===== config.mk =====
export PLATFORM = sky130hd
export DESIGN_NAME = sh_p2c_cell
export DESIGN_NICKNAME = d
export VERILOG_FILES = /design/src/hw/rtl/assert_macros.svh /design/src/hw/rtl/sh_p2c_pkg.sv /design/src/hw/rtl/sh_p2c_cell.sv
export SDC_FILE = /design/constraint.sdc
export NUM_CORES = 1
export LEC_CHECK = 0
export BUFFER_PORTS_ARGS = -buffer_cell sky130_fd_sc_hd__buf_2
export CORE_ASPECT_RATIO = 2
export CORE_UTILIZATION = 56
export DETAILED_ROUTE_END_ITERATION = 10
export HOLD_SLACK_MARGIN = 0.02
export PLACE_DENSITY = 0.91
export SETUP_SLACK_MARGIN = 0.3
export SLEW_MARGIN = 20
export SYNTH_ARGS = -nofsm -noshare
export SYNTH_HDL_FRONTEND = slang
export SYNTH_SLANG_ARGS = --single-unit

===== constraint.sdc =====
create_clock -name i_clk -period 6.6 [get_ports i_clk]
set_input_delay 0.66 -clock i_clk [delete_from_list [all_inputs] [get_ports i_clk]]
set_output_delay 0.66 -clock i_clk [all_outputs]
set_load 0.01 [all_outputs]

===== src/hw/rtl/assert_macros.svh =====
// Assertion helpers used by the top-level RTL module.
`ifndef ASSERT_MACROS_SVH
`define ASSERT_MACROS_SVH

`ifndef ASSERT_OFF

`define SH_ASSERT_IMPLIES(lbl, clk, rstn, prop) \
    lbl: assert property (@(posedge clk) disable iff (!rstn) prop) \
        else $error("sh_p2c: property violated");

`define SH_ASSERT_NEVER(lbl, clk, rstn, expr) \
    lbl: assert property (@(posedge clk) disable iff (!rstn) !(expr)) \
        else $error("sh_p2c: forbidden condition seen");

`else

`define SH_ASSERT_IMPLIES(lbl, clk, rstn, prop)

`define SH_ASSERT_NEVER(lbl, clk, rstn, expr)

`endif

`endif


===== src/hw/rtl/sh_p2c_pkg.sv =====
package sh_p2c_pkg;

    localparam int unsigned MAX_SAMPLES  = 4096;
    localparam int unsigned GATE_MM      = 1581;

    localparam int unsigned IDX_W        = 12;
    localparam int unsigned RANGE_W      = 16;
    localparam int unsigned PT_W         = 12;
    localparam int unsigned XY_W         = 29;
    localparam int unsigned Z_W          = 20;
    localparam int unsigned CORDIC_STEPS = 16;

    localparam int unsigned IN_TDATA_W   = 32;
    localparam int unsigned OUT_TDATA_W  = 40;

    localparam int unsigned CFG_IDX_W    = 3;
    localparam int unsigned CFG_DATA_W   = 17;

    localparam int unsigned PI_Q14       = 51472;
    localparam int unsigned TWO_PI_Q14   = 102944;
    localparam int unsigned HALF_PI_Q14  = 25736;
    localparam int unsigned GAIN_Q30     = 652032874;
    localparam int unsigned RECIP_Q35    = 333771;
    localparam int unsigned RECIP_SHIFT  = 35;

    typedef enum logic [CFG_IDX_W-1:0] {
        CFG_MIN_RANGE  = 3'd0,
        CFG_MAX_RANGE  = 3'd1,
        CFG_START      = 3'd2,
        CFG_STEP       = 3'd3,
        CFG_SCAN_LEN   = 3'd4,
        CFG_LEFT_SIDE  = 3'd5
    } t_cfg_index;

    typedef logic signed [XY_W-1:0] t_xy;
    typedef logic signed [Z_W-1:0]  t_z;

    typedef struct packed {
        logic             vld;
        logic             neg;
        logic [IDX_W-1:0] idx;
        t_xy              x;
        t_xy              y;
        t_z               z;
    } t_cordic_word;

    typedef struct packed {
        logic out_vld;
        logic skid_vld;
    } t_post_status;

    function automatic t_z atan_q16(input int unsigned step);
        t_z v;
        unique case (step)
            0:       v = 20'sd51472;
            1:       v = 20'sd30386;
            2:       v = 20'sd16055;
            3:       v = 20'sd8150;
            4:       v = 20'sd4091;
            5:       v = 20'sd2047;
            6:       v = 20'sd1024;
            7:       v = 20'sd512;
            8:       v = 20'sd256;
            9:       v = 20'sd128;
            10:      v = 20'sd64;
            11:      v = 20'sd32;
            12:      v = 20'sd16;
            13:      v = 20'sd8;
            14:      v = 20'sd4;
            15:      v = 20'sd2;
            default: v = '0;
        endcase
        return v;
    endfunction

endpackage


===== src/hw/rtl/sh_p2c_cell.sv =====
module sh_p2c_cell #(
    parameter int unsigned STAGE = 0
) (
    input  logic                     i_clk,
    input  logic                     i_rst_n,
    input  logic                     i_en,
    input  sh_p2c_pkg::t_cordic_word i_word,
    output sh_p2c_pkg::t_cordic_word o_word
);

    sh_p2c_pkg::t_xy          w_dx;
    sh_p2c_pkg::t_xy          w_dy;
    sh_p2c_pkg::t_z           w_t;
    sh_p2c_pkg::t_cordic_word r_q;
    sh_p2c_pkg::t_cordic_word n_q;

    always_comb begin
        w_dx = i_word.y >>> STAGE;
        w_dy = i_word.x >>> STAGE;
        w_t  = sh_p2c_pkg::atan_q16(STAGE);
        n_q  = i_word;
        if (i_word.z >= 0) begin
            n_q.x = i_word.x - w_dx;
            n_q.y = i_word.y + w_dy;
            n_q.z = i_word.z - w_t;
        end else begin
            n_q.x = i_word.x + w_dx;
            n_q.y = i_word.y - w_dy;
            n_q.z = i_word.z + w_t;
        end
    end

    always_ff @(posedge i_clk) begin
        if (!i_rst_n) begin
            r_q.vld <= 1'b0;
        end else if (i_en) begin
            r_q <= n_q;
        end
    end

    assign o_word = r_q;

endmodule


Yosys cells after proc, flatten, opt, wreduce, memory -nomap -nowiden:

Index checks and enable logic that the tools add are counted.

* bits in registers: 92
* input port bits: 95
* output and inout bits: 92
* word-level logic and storage cells: 14

* add/subtract/negate cells: 5
* $lt $le $gt $ge: 1
* muxes and demuxes: 1
* reduce and logical (&&, ||, !) cells: 1

Operators by type and width (number)
* 2-to-1 mux 78 bit: 1
* subtractor 29 bit: 2
* adder 29 bit: 1
* adder 20 x 17 -> 20 bit (second input constant): 1
* greater-or-equal comparator 20 x 1 -> 1 bit (second input constant): 1
* subtractor 20 x 17 -> 20 bit (second input constant): 1
* AND reduction 2 bit: 1

Logic depth before layout (Yosys ltp):

* word-level depth: 2
* mapped depth: 20
* depth with buffers taken out: 17

Worst setup path after synthesis:

Ideal clock, no wire load.

* path kind: input to register
* start: input port i_word[19] in the netlist's numbering
* end: register r_q, in the netlist o_word[18] (data pin)
* setup time: 0.157 ns
* data arrival time: 3.832 ns
* data required time: 6.443 ns
* path slack: 2.611 ns
* cell stages on the path: 19
* path buffers: 3
* cells stage by stage: inv_1 -> ha_1 -> nor4b_1 -> nand4_1 -> nor4_1 -> nand2b_1 -> buf_2 -> buf_2 -> buf_2 -> ha_1 -> nor2b_1 -> o21ai_0 -> nand2b_1 -> a21o_1 -> a21o_1 -> a21boi_1 -> o21ai_0 -> and4_1 -> nor3_1

RTL lines
* start, declared: RTL line sh_p2c_cell.sv:7 `input sh_p2c_pkg::t_cordic_word i_word,`
* end signal, assigned: RTL line sh_p2c_cell.sv:37 `r_q <= n_q;`
* end, declared: RTL line sh_p2c_cell.sv:14 `sh_p2c_pkg::t_cordic_word r_q;`

==> flow_metrics.py <==
metrics = {
    "outcome": {
        "outcome": "finished, final reports clean",
    },
    "hold_path": {
        "holdCritPathClass": "input port to flop",
    },
    "sta": {
        "fin_tns_setup_ps": 0,
        "finalSetupViolations": 0,
        "skew_ps": 0,
        "rsz0062_at_grt": "no",
        "max_freq_ghz": 0.228,
        "slew_viol_final": 0,
        "fin_crit_sh": 0.664,
        "min_period_ps": 4390,
        "worst_pin_slew_ps": 768,
        "relSlewSlack": 0.488,
        "final_hold_viol_count": 0,
    },
    "critical_path": {
        "path_buf_inv": 3,
        "worst_path_max_delay_cell": "buf_4",
        "critPathLaunchType": "input port",
        "crit_arrival_ps": 4560,
        "worstPathCellList": "buf_2 -> inv_1 -> ha_1 -> nor4b_1 -> nand4_1 -> nor4_1 -> nand2b_2 -> buf_4 -> ha_1 -> nor2b_1 -> o21ai_0 -> nand2b_1 -> a21o_1 -> a21o_1 -> a21boi_1 -> o21ai_0 -> and4_1 -> nor3_1",
        "path_class": "input port to flop",
        "worstPathRequired_ps": 6780,
        "cp-end-kind": "flop",
        "worstPathMaxFanout": 70,
        "crit_family": "simple AND/OR/NAND/NOR gates",
        "critPathMaxStageDelay_ps": 600,
    },
    "grt": {
        "grt_usage": 0.305,
        "grt_first_pass_wirelength_um": 34700,
        "grt_start_max_net_pins": 91,
        "grt_pass1_vias": 7181,
        "antenna_found_initial": 0,
        "gr-total-overflow": 0,
    },
    "flow_run": {
        "cap_violations": 0,
    },
    "final_layout": {
        "final_area_sq_um": 9340,
        "largest_reg_flops": 91,
        "antenna_cells": 0,
        "area_growth_pct": 16.1,
        "final_net_count": 1237,
        "layout-drive-gt1-share": 0.216,
        "final_cell_mix": "186 x buf_2, 99 x ha_1, 96 x inv_1, 92 x a21oi_1, 90 x edfxtp_1",
        "stdcell_count": 1233,
        "final_common_cell": "buf_2",
    },
    "logic_synthesis": {
        "synth_area_leaders": "edfxtp_1 34%, ha_1 15%, a21oi_1 5.7%, xnor2_1 5.7%, inv_1 4.5%",
        "synth_top_flop_cell": "edfxtp_1",
        "synth.top_cell.area_share": 0.336,
        "synth_edf_count": 90,
        "ys_warn_count": 0,
        "ys_ff_latch": 91,
        "syn_area_sq_um": 8040,
        "syn_nets": 1075,
        "ys_seq_area_frac": 0.338,
        "ys_types": 76,
        "yosys.area.top_type": "edfxtp_1",
        "avgSynthCellArea_sq_um": 9.17,
        "synthCells": 877,
        "async_reset_ff_frac": 0,
    },
    "die": {
        "start_util": 0.576,
        "num_rows": 61,
        "core_area_sq_um": 14000,
        "dieArea_sq_um": 14900,
        "pin_count": 187,
        "dieHeight_um": 171,
        "die_w_um": 86.7,
    },
    "clock_network": {
        "root_buffer": "clkbuf_16",
        "cts_tree": "yes",
        "insertion_delay_ps": 340,
        "clock-sinks": 91,
        "postCtsSetupRepairBufs": 0,
        "clk_pin_slew_ps": 60,
        "ctsResizeCount": 0,
        "holdBufCountCts": 0,
        "cts_max_path_buffers": 2,
        "numCtsBuffers": 9,
        "h-tree-depth": 3,
    },
    "drt": {
        "vias": 7364,
        "drt_iter0_markers": 376,
        "vias_per_cell": 5.97,
        "first_pass_iters": 5,
        "wl_per_cell_um": 18.1,
        "drc": 0,
        "routed_wl_um": 22300,
        "antenna_left": 0,
    },
    "place": {
        "place_congestion": 0.979,
        "port_buffers": 186,
        "dpl.cell_count": 1216,
        "dp_hpwl_um": 17500,
        "place_area_sq_um": 9040,
    },
    "pwr": {
        "powerDensity_nw_per_um2": 202,
        "irDropWorstVdd_mv": 0.124,
        "leakage_nw": 4.19,
    },
}
==> area by class of cell <==
class | count | area (sq um)
Timing Repair Buffer | 189 | 966
Inverter | 98 | 368
Fill cell | 1121 | 4630
Tap cell | 189 | 236
Multi-Input combinational cell | 650 | 4770
Clock buffer | 10 | 229
Clock inverter | 6 | 46.3
Sequential cell | 91 | 2720
==> Yosys cell counts, types with 9 or more instances <==
cell type and count:
a21o_1 19, a21oi_1 92, a31oi_1 14, buf_2 19
clkbuf_1 12, edfxtp_1 90, ha_1 99, inv_1 96
mux2i_1 9, nand2_1 42, nand3_1 14, nand4_1 9
nor2_1 60, nor2b_1 14, nor3_1 15, nor4_1 9
o21ai_0 55, o21bai_1 17, o31ai_1 9, xnor2_1 52
xor2_1 15
==> where the power goes <==
| part | switching, mW | total [mW] | internal [mW] |
|---|---|---|---|
| combinational | 0.408 | 0.666 | 0.258 |
| sequential | 0.0149 | 0.738 | 0.723 |
| clock | 0.224 | 0.483 | 0.259 |
| total | 0.647 | 1.89 | 1.24 |
==> through the flow <==
step	total power, mW	setup slack (ps)	utilization	hold slack [ps]
2_1_floorplan	1.19	2610	-	538
3_3_place_gp	1.38	2200	0.647	499
3_5_place_dp	1.40	1980	0.647	511
4_1_cts	1.88	2300	0.667	482
5_1_grt	1.98	1860	0.669	479
6_report	1.89	2210	0.669	489
==> layer usage <==
metal | part of all wire | GRT usage | up-vias | routed length (um)
li1 | - | - | 3472 | -
met1 | 0.33 | 0.296 | 3404 | 7450
met2 | 0.54 | 0.572 | 372 | 12000
met3 | 0.052 | 0.0413 | 116 | 1170
met4 | 0.076 | 0.223 | 0 | 1690
met5 | 0 | 0 | - | 0
==> worst reg2reg max path, stage by stage (launching register included) <==
cell and delay, ps:
dfxtp_1 310, mux2i_1 120, nor2b_1 60
==> path summary, 6_finish.rpt <==
kind	startpoint	to	slack, ps	depth (start not counted)
worst min register to register	o_word[91]$_SDFFE_PN0P_	o_word[91]$_SDFFE_PN0P_	520	2
worst max-delay path	i_word[19]	o_word[18]$_DFFE_PP_	2210	18
worst max register to register	o_word[91]$_SDFFE_PN0P_	o_word[91]$_SDFFE_PN0P_	6020	2
worst min-delay path	i_word[85]	o_word[85]$_DFFE_PP_	490	1
==> kinds of logic (layout without fill, tap and decap cells) <==
| group | count (synthesis) | in the layout | share of synthesized area |
|---|---|---|---|
| AOI/OAI and AO/OA | 276 | 276 | 0.222 |
| adders and majority gates | 103 | 103 | 0.164 |
| xor gates and xnor gates | 67 | 67 | 0.0730 |
| buffers and inverters | 136 | 303 | 0.0692 |
| and+or+nand+nor | 195 | 195 | 0.123 |
| DFF | 91 | 91 | 0.338 |
| muxes | 9 | 9 | 0.0112 |
Note: power is estimated with default switching activity, not from simulation.
