==> config.mk <==
export PLATFORM = sky130hd
export DESIGN_NAME = sh_p2c_post
export DESIGN_NICKNAME = d
export VERILOG_FILES = /design/src/hw/rtl/assert_macros.svh /design/src/hw/rtl/sh_p2c_pkg.sv /design/src/hw/rtl/sh_p2c_post.sv
export SDC_FILE = /design/constraint.sdc
export NUM_CORES = 1
export LEC_CHECK = 0
export BUFFER_PORTS_ARGS = -buffer_cell sky130_fd_sc_hd__buf_2
export CORE_MARGIN = 3
export CORE_UTILIZATION = 30
export DETAILED_ROUTE_END_ITERATION = 8
export PLACE_DENSITY_LB_ADDON = 0.1
export SYNTH_ARGS = -nofsm -noshare
export SYNTH_HDL_FRONTEND = slang
export SYNTH_SLANG_ARGS = --single-unit
==> constraint.sdc <==
create_clock -name i_clk -period 6.9 [get_ports i_clk]
set_input_delay 0.69 -clock i_clk [delete_from_list [all_inputs] [get_ports i_clk]]
set_output_delay 0.69 -clock i_clk [all_outputs]
set_load 0.03 [all_outputs]
==> src/hw/rtl/assert_macros.svh <==
// Assertion helpers used by the top-level RTL module.
`ifndef ASSERT_MACROS_SVH
`define ASSERT_MACROS_SVH

`ifndef ASSERT_OFF

`define SH_ASSERT_IMPLIES(lbl, clk, rstn, prop) \
    lbl: assert property (@(posedge clk) disable iff (!rstn) prop) \
        else $error("sh_p2c: property violated");

`define SH_ASSERT_NEVER(lbl, clk, rstn, expr) \
    lbl: assert property (@(posedge clk) disable iff (!rstn) !(expr)) \
        else $error("sh_p2c: forbidden condition seen");

`else

`define SH_ASSERT_IMPLIES(lbl, clk, rstn, prop)

`define SH_ASSERT_NEVER(lbl, clk, rstn, expr)

`endif

`endif

==> src/hw/rtl/sh_p2c_pkg.sv <==
package sh_p2c_pkg;

    localparam int unsigned MAX_SAMPLES  = 4096;
    localparam int unsigned GATE_MM      = 1581;

    localparam int unsigned IDX_W        = 12;
    localparam int unsigned RANGE_W      = 16;
    localparam int unsigned PT_W         = 12;
    localparam int unsigned XY_W         = 29;
    localparam int unsigned Z_W          = 20;
    localparam int unsigned CORDIC_STEPS = 16;

    localparam int unsigned IN_TDATA_W   = 32;
    localparam int unsigned OUT_TDATA_W  = 40;

    localparam int unsigned CFG_IDX_W    = 3;
    localparam int unsigned CFG_DATA_W   = 17;

    localparam int unsigned PI_Q14       = 51472;
    localparam int unsigned TWO_PI_Q14   = 102944;
    localparam int unsigned HALF_PI_Q14  = 25736;
    localparam int unsigned GAIN_Q30     = 652032874;
    localparam int unsigned RECIP_Q35    = 333771;
    localparam int unsigned RECIP_SHIFT  = 35;

    typedef enum logic [CFG_IDX_W-1:0] {
        CFG_MIN_RANGE  = 3'd0,
        CFG_MAX_RANGE  = 3'd1,
        CFG_START      = 3'd2,
        CFG_STEP       = 3'd3,
        CFG_SCAN_LEN   = 3'd4,
        CFG_LEFT_SIDE  = 3'd5
    } t_cfg_index;

    typedef logic signed [XY_W-1:0] t_xy;
    typedef logic signed [Z_W-1:0]  t_z;

    typedef struct packed {
        logic             vld;
        logic             neg;
        logic [IDX_W-1:0] idx;
        t_xy              x;
        t_xy              y;
        t_z               z;
    } t_cordic_word;

    typedef struct packed {
        logic out_vld;
        logic skid_vld;
    } t_post_status;

    function automatic t_z atan_q16(input int unsigned step);
        t_z v;
        unique case (step)
            0:       v = 20'sd51472;
            1:       v = 20'sd30386;
            2:       v = 20'sd16055;
            3:       v = 20'sd8150;
            4:       v = 20'sd4091;
            5:       v = 20'sd2047;
            6:       v = 20'sd1024;
            7:       v = 20'sd512;
            8:       v = 20'sd256;
            9:       v = 20'sd128;
            10:      v = 20'sd64;
            11:      v = 20'sd32;
            12:      v = 20'sd16;
            13:      v = 20'sd8;
            14:      v = 20'sd4;
            15:      v = 20'sd2;
            default: v = '0;
        endcase
        return v;
    endfunction

endpackage

==> src/hw/rtl/sh_p2c_post.sv <==
module sh_p2c_post (
    input  logic                            i_clk,
    input  logic                            i_rst_n,
    input  sh_p2c_pkg::t_cordic_word        i_word,
    input  logic                            i_tready,
    output logic                            o_tvalid,
    output logic [sh_p2c_pkg::PT_W-1:0]     o_point_x_mm,
    output logic [sh_p2c_pkg::PT_W-1:0]     o_point_y_mm,
    output logic [sh_p2c_pkg::IDX_W-1:0]    o_point_index,
    output sh_p2c_pkg::t_post_status        o_status
);

    localparam int unsigned PT_W  = sh_p2c_pkg::PT_W;
    localparam int unsigned IDX_W = sh_p2c_pkg::IDX_W;

    function automatic logic [PT_W-1:0] round_sat(input sh_p2c_pkg::t_xy v,
                                                  input logic neg);
        sh_p2c_pkg::t_xy    sum;
        sh_p2c_pkg::t_xy    sh;
        logic signed [13:0] m;
        logic [PT_W-1:0]    res;
        sum = v + sh_p2c_pkg::t_xy'(32768);
        sh  = sum >>> 16;
        m   = neg ? -$signed(sh[13:0]) : $signed(sh[13:0]);
        if (m > 14'sd2047) begin
            res = 12'h7FF;
        end else if (m < -14'sd2048) begin
            res = 12'h800;
        end else begin
            res = m[PT_W-1:0];
        end
        return res;
    endfunction

    logic [PT_W-1:0]  w_x;
    logic [PT_W-1:0]  w_y;

    logic             r_out_vld;
    logic [PT_W-1:0]  r_out_x;
    logic [PT_W-1:0]  r_out_y;
    logic [IDX_W-1:0] r_out_idx;
    logic             r_skid_vld;
    logic [PT_W-1:0]  r_skid_x;
    logic [PT_W-1:0]  r_skid_y;
    logic [IDX_W-1:0] r_skid_idx;

    always_comb begin
        w_x = round_sat(i_word.x, i_word.neg);
        w_y = round_sat(i_word.y, i_word.neg);
    end

    always_ff @(posedge i_clk) begin
        if (!i_rst_n) begin
            r_out_vld  <= 1'b0;
            r_skid_vld <= 1'b0;
        end else if (r_skid_vld) begin
            if (i_tready) begin
                r_skid_vld <= 1'b0;
            end
        end else if (i_word.vld) begin
            if (!r_out_vld || i_tready) begin
                r_out_vld <= 1'b1;
            end else begin
                r_skid_vld <= 1'b1;
            end
        end else if (i_tready) begin
            r_out_vld <= 1'b0;
        end
    end

    always_ff @(posedge i_clk) begin
        if (r_skid_vld) begin
            if (i_tready) begin
                r_out_x   <= r_skid_x;
                r_out_y   <= r_skid_y;
                r_out_idx <= r_skid_idx;
            end
        end else if (i_word.vld) begin
            if (!r_out_vld || i_tready) begin
                r_out_x   <= w_x;
                r_out_y   <= w_y;
                r_out_idx <= i_word.idx;
            end else begin
                r_skid_x   <= w_x;
                r_skid_y   <= w_y;
                r_skid_idx <= i_word.idx;
            end
        end
    end

    assign o_tvalid      = r_out_vld;
    assign o_point_x_mm  = r_out_x;
    assign o_point_y_mm  = r_out_y;
    assign o_point_index = r_out_idx;
    assign o_status      = '{out_vld: r_out_vld, skid_vld: r_skid_vld};

endmodule

# Word-level counts from Yosys, hierarchy flattened
# Index checks and enable logic that the tools add are counted.
# word_totals
regBits,74
wordCells,53
in_bits,95
output_inout_bits,39
# op_classes
addsub,4
n_bitwise,2
n_eq_ne,2
reduce_logical,8
mux,25
n_lt_le_gt_ge,4
# ops
op,count
two-way mux 12 bit,16
"adder 29 x 17 -> 29 bit, second input constant",2
"greater-than comparator 14 x 12 -> 1 bit, second input constant",2
"< comparator 14 x 12 -> 1 bit, second input constant",2
two-way mux 14 bit,2
negator 13 -> 14 bit,2
AND reduction 3 bit,3
two-way mux 1 bit,7
nonzero test 2 bit,3
"!= test 2 x 1 -> 1 bit, second input constant",1
"!= test 2 bit, second input constant",1
NOT 1 bit,2
logical NOT 1 bit,1
logical OR 1 bit,1

# Logic depth before layout (Yosys ltp)
# logic_depth
depth_word,9
ltp_mapped,14
depth_no_buf,12

# Least setup slack after synthesis
# No wires, ideal clock.
# synth_path
path_kind,input port to flip-flop
start,input port i_word[91] in the netlist's numbering
end,register r_skid_idx[0] (enable)
cell_stages,2
setup_time_ps,485
arrival_ps,3474
slack_ps,2941
required_time_ps,6415
path_buffers,0
cell_sequence,nand2b_1 nor3b_1
# synth_via
elab_chain_cells,1
# synth_lines
item,line_no,source
start: declaration,sh_p2c_post.sv:4,"input sh_p2c_pkg::t_cordic_word i_word,"
AND reduction 3 bit (no source line),--,
end signal: assignment,sh_p2c_post.sv:86,r_skid_idx <= i_word.idx;
end: declaration,sh_p2c_post.sv:45,logic [IDX_W-1:0] r_skid_idx;
# Every way passes these cells.
# A chain may end at the register's enable or synchronous reset.

# Worst setup path after layout
# layout_path
start,input port i_word[65] in the netlist's numbering
end,"register r_out_x[0] (netlist: o_point_x_mm[0]), data pin"
# layout_via
elab_chain_cells,9
word_cells_on_any_way,10
classes_between,2 x add/sub; 2 x order compare; 6 x mux
# layout_lines
item,line_no,source
adder 29 x 17 -> 29 bit (*),sh_p2c_post.sv:22,sum = v + sh_p2c_pkg::t_xy'(32768);
negator 13 -> 14 bit,sh_p2c_post.sv:24,m = neg ? -$signed(sh[13:0]) : $signed(sh[13:0]);
two-way mux 14 bit (*),sh_p2c_post.sv:24,
< comparator 14 x 12 -> 1 bit,sh_p2c_post.sv:27,end else if (m < -14'sd2048) begin
two-way mux 12 bit,sh_p2c_post.sv:27,
two-way mux 12 bit (*),sh_p2c_post.sv:25,if (m > 14'sd2047) begin
named net w_x[0],sh_p2c_post.sv:35,logic [PT_W-1:0] w_x;
two-way mux 12 bit (*),sh_p2c_post.sv:79,if (!r_out_vld || i_tready) begin
two-way mux 12 bit (*),sh_p2c_post.sv:78,end else if (i_word.vld) begin
two-way mux 12 bit (*),sh_p2c_post.sv:72,if (r_skid_vld) begin
end signal: assignment,sh_p2c_post.sv:74,r_out_x <= r_skid_x;
end signal: assignment,sh_p2c_post.sv:80,r_out_x <= w_x;
end: declaration,sh_p2c_post.sv:39,logic [PT_W-1:0] r_out_x;
# Mark *: on every way through the listed nets, which the timed path passes. The rest lies on a longest branch. The select of a mux whose other input is x is not followed.

==> results.py <==
metrics = {
    "clock_network": {
        "cts_tree": "built",
        "numCtsBuffers": 9,
        "clock_sinks": 74,
        "postCtsResizedCells": 0,
        "clk_latency_ps": 330,
        "clk_pin_slew_worst_paths_ps": 60,
        "h-tree-depth": 3,
        "ctsRootBufferMaster": "clkbuf_16",
        "cts_hold_buf": 0,
        "cts_setup_buffers": 0,
        "clock_path_buffers": 2,
    },
    "placed_design": {
        "pre_cts_ws_ps": 2460,
        "dp_cells": 651,
        "portBuffers": 83,
        "dpl_cell_area_mm2": 0.00500,
        "gp_congestion": 0.792,
        "hpwl_um": 7150,
    },
    "routing": {
        "wl_per_cell_um": 14.7,
        "vias": 3290,
        "drc": 0,
        "final_antenna_net_count": 0,
        "routed_wl_um": 9780,
        "first_pass_iters": 5,
        "viasPerCell": 4.93,
        "drt_iter0_markers": 178,
    },
    "synthesis": {
        "synth_warnings": 0,
        "synth.top_cell.area_share_pct": 47.0,
        "synth_cell_types": 69,
        "synthArstFlopShare_pct": 0,
        "syn_area_mm2": 0.00460,
        "synth.largest_area_cell": "edfxtp_1",
        "yosys-top-cells-area": "edfxtp_1, mux2_2, xnor2_1",
        "syn_area_per_cell_um2": 11.0,
        "synthCells": 419,
        "synth_seq_cells": 74,
        "yosysSeqAreaShare_pct": 47.9,
        "synth_edf_count": 72,
        "synth_nets": 518,
        "synthFlopType": "edfxtp_1",
    },
    "timing": {
        "hold_viol": 0,
        "worst_pin_slew_ps": 1140,
        "min_period_ps": 4060,
        "setup_ws_ps": 2840,
        "final_max_slew_viol_count": 0,
        "fin_worst_skew_ps": 6.04,
        "slew_headroom_pct": 23.7,
        "fin_setup_tns_ps": 0,
        "rsz0062_at_grt": "false",
        "max_freq_ghz": 0.246,
        "setup_viol_count_final": 0,
        "fin_crit_sh_pct": 58.9,
    },
    "worst_setup_path": {
        "required_ps": 6980,
        "max_stage_delay_ps": 640,
        "r2r_cells": 1,
        "worst_setup_path_end_kind": "flop",
        "crit_type": "input port to flop",
        "worstPathMaxFanout": 11,
        "path_cells": "buf_2 > ha_1 > nand3_1 > or4_1 > and3_4 > or3_4 > or3_1 > a32oi_2 > o21ai_1 > mux2_2",
        "crit_slowest_cell": "a32oi_2",
        "critPathArrivalTime_ps": 4150,
        "cp-start-kind": "input port",
    },
    "floorplan": {
        "core_area_mm2": 0.0148,
        "std_cell_rows": 44,
        "die_x_um": 130,
        "die_area_mm2": 0.0169,
        "pin_count": 134,
        "initial_core_util_pct": 31.2,
        "die_h_um": 130,
    },
    "final_layout": {
        "fin_cells": 667,
        "syn_to_final_growth_pct": 15.0,
        "final_cell_area_mm2": 0.00529,
        "final_common_cell": "buf_2",
        "final_util_pct": 35.9,
        "layout_common_cells": "buf_2, edfxtp_1, nor2_1",
        "nets": 577,
        "layout-drive-gt1-share_pct": 32.1,
        "antenna_cells": 0,
    },
    "global_routing": {
        "grt_max_degree": 44,
        "grt_pass1_wl_um": 16100,
        "grt_antenna_before_repair": 0,
        "track_usage_pct": 11.7,
        "grt_pass1_vias": 3195,
        "grt_overflow": 0,
    },
    "status": {
        "status": "complete, no violations",
    },
    "hold_path": {
        "holdPathStages": 2,
        "holdCritPathClass": "flop to flop",
    },
    "pwr": {
        "p_leak_nw": 1.85,
        "ir_drop_v": 0.000125,
        "power_density_mw_per_mm2": 231,
    },
    "job": {
        "maxCapViolations": 0,
    },
}
-- logic make-up after synthesis --
| kind of cell | count (synthesis) | share of synthesized area, % |
|---|---|---|
| and+or+nand+nor | 144 | 16.5 |
| AOI/OAI and AO/OA | 77 | 12.0 |
| DFF | 74 | 47.9 |
| xor gates and xnor gates | 48 | 9.14 |
| buffers and inverters | 44 | 6.50 |
| muxes | 28 | 6.83 |
| adders and majority gates | 4 | 1.09 |
-- through the flow --
step	power (mW)	hold slack, ps
floorplan	0.724	500
global placement	0.779	493
detailed placement	0.783	519
CTS	1.24	532
global route	1.28	543
finish	1.22	519
-- cell usage after synthesis, types with 3 or more instances --
cell      count
nand3b_1      3
nand2b_1      3
o211ai_1      5
mux2_2       27
buf_4         3
inv_1         7
buf_6         8
or3_1         3
and3_1        3
nor2_1       39
o21ai_0      23
a21oi_1       4
xnor2_1      32
edfxtp_1     72
nand2_1      26
nand3_1      14
or4_1         3
xor2_1       16
o31ai_1       4
clkbuf_8      6
nor3_1       12
clkbuf_1     16
a21boi_0      3
nand4_1      11
nor4_1        8
o21ai_2      10
ha_1          4
a31oi_1       5
-- registers in the layout (all words and copies together) (netlist names) --
register       count
r_skid_y          12
o_point_index     12
r_skid_vld         1
o_tvalid           1
o_point_y_mm      12
r_skid_idx        12
o_point_x_mm      12
r_skid_x          12
-- power by group --
group	total, mW	internal [mW]	switching (mW)
Clock	0.453	0.278	0.175
Combinational	0.227	0.0795	0.148
Sequential	0.542	0.534	0.00834
-- critical path: cells and delay by family --
kind | cells | cell delay (ps)
simple gates | 5 | 1760
compound gates | 2 | 840
fa+ha+maj | 1 | 360
mux | 1 | 310
buf+inv | 1 | 180
-- metal layers --
layer	GRT usage (%)	vias up	part of all wire, %
li1	-	1673	-
met1	17.4	1505	52
met2	17.0	96	41
met3	2.13	16	5.4
met4	4.28	0	1.8
met5	0	-	0
-- worst paths after layout --
path,slack [ps],endpoint,startpoint
worst min register to register,520,o_tvalid,o_tvalid
worst max register to register,4750,o_point_index[4],r_skid_vld
worst min-delay path,520,o_tvalid,o_tvalid
worst max-delay path,2840,o_point_x_mm[0],i_word[65]
-- layout make-up --
| class | instances | area (um^2) |
|---|---|---|
| repair buffers | 84 | 423 |
| multi-input cells | 301 | 2110 |
| clock inverters | 7 | 70.1 |
| fillers | 1553 | 9460 |
| inverters | 8 | 30.0 |
| well taps | 184 | 230 |
| flip-flops and latches | 74 | 2200 |
| clock buffers | 9 | 225 |
Power figures use the tool's default switching activity.
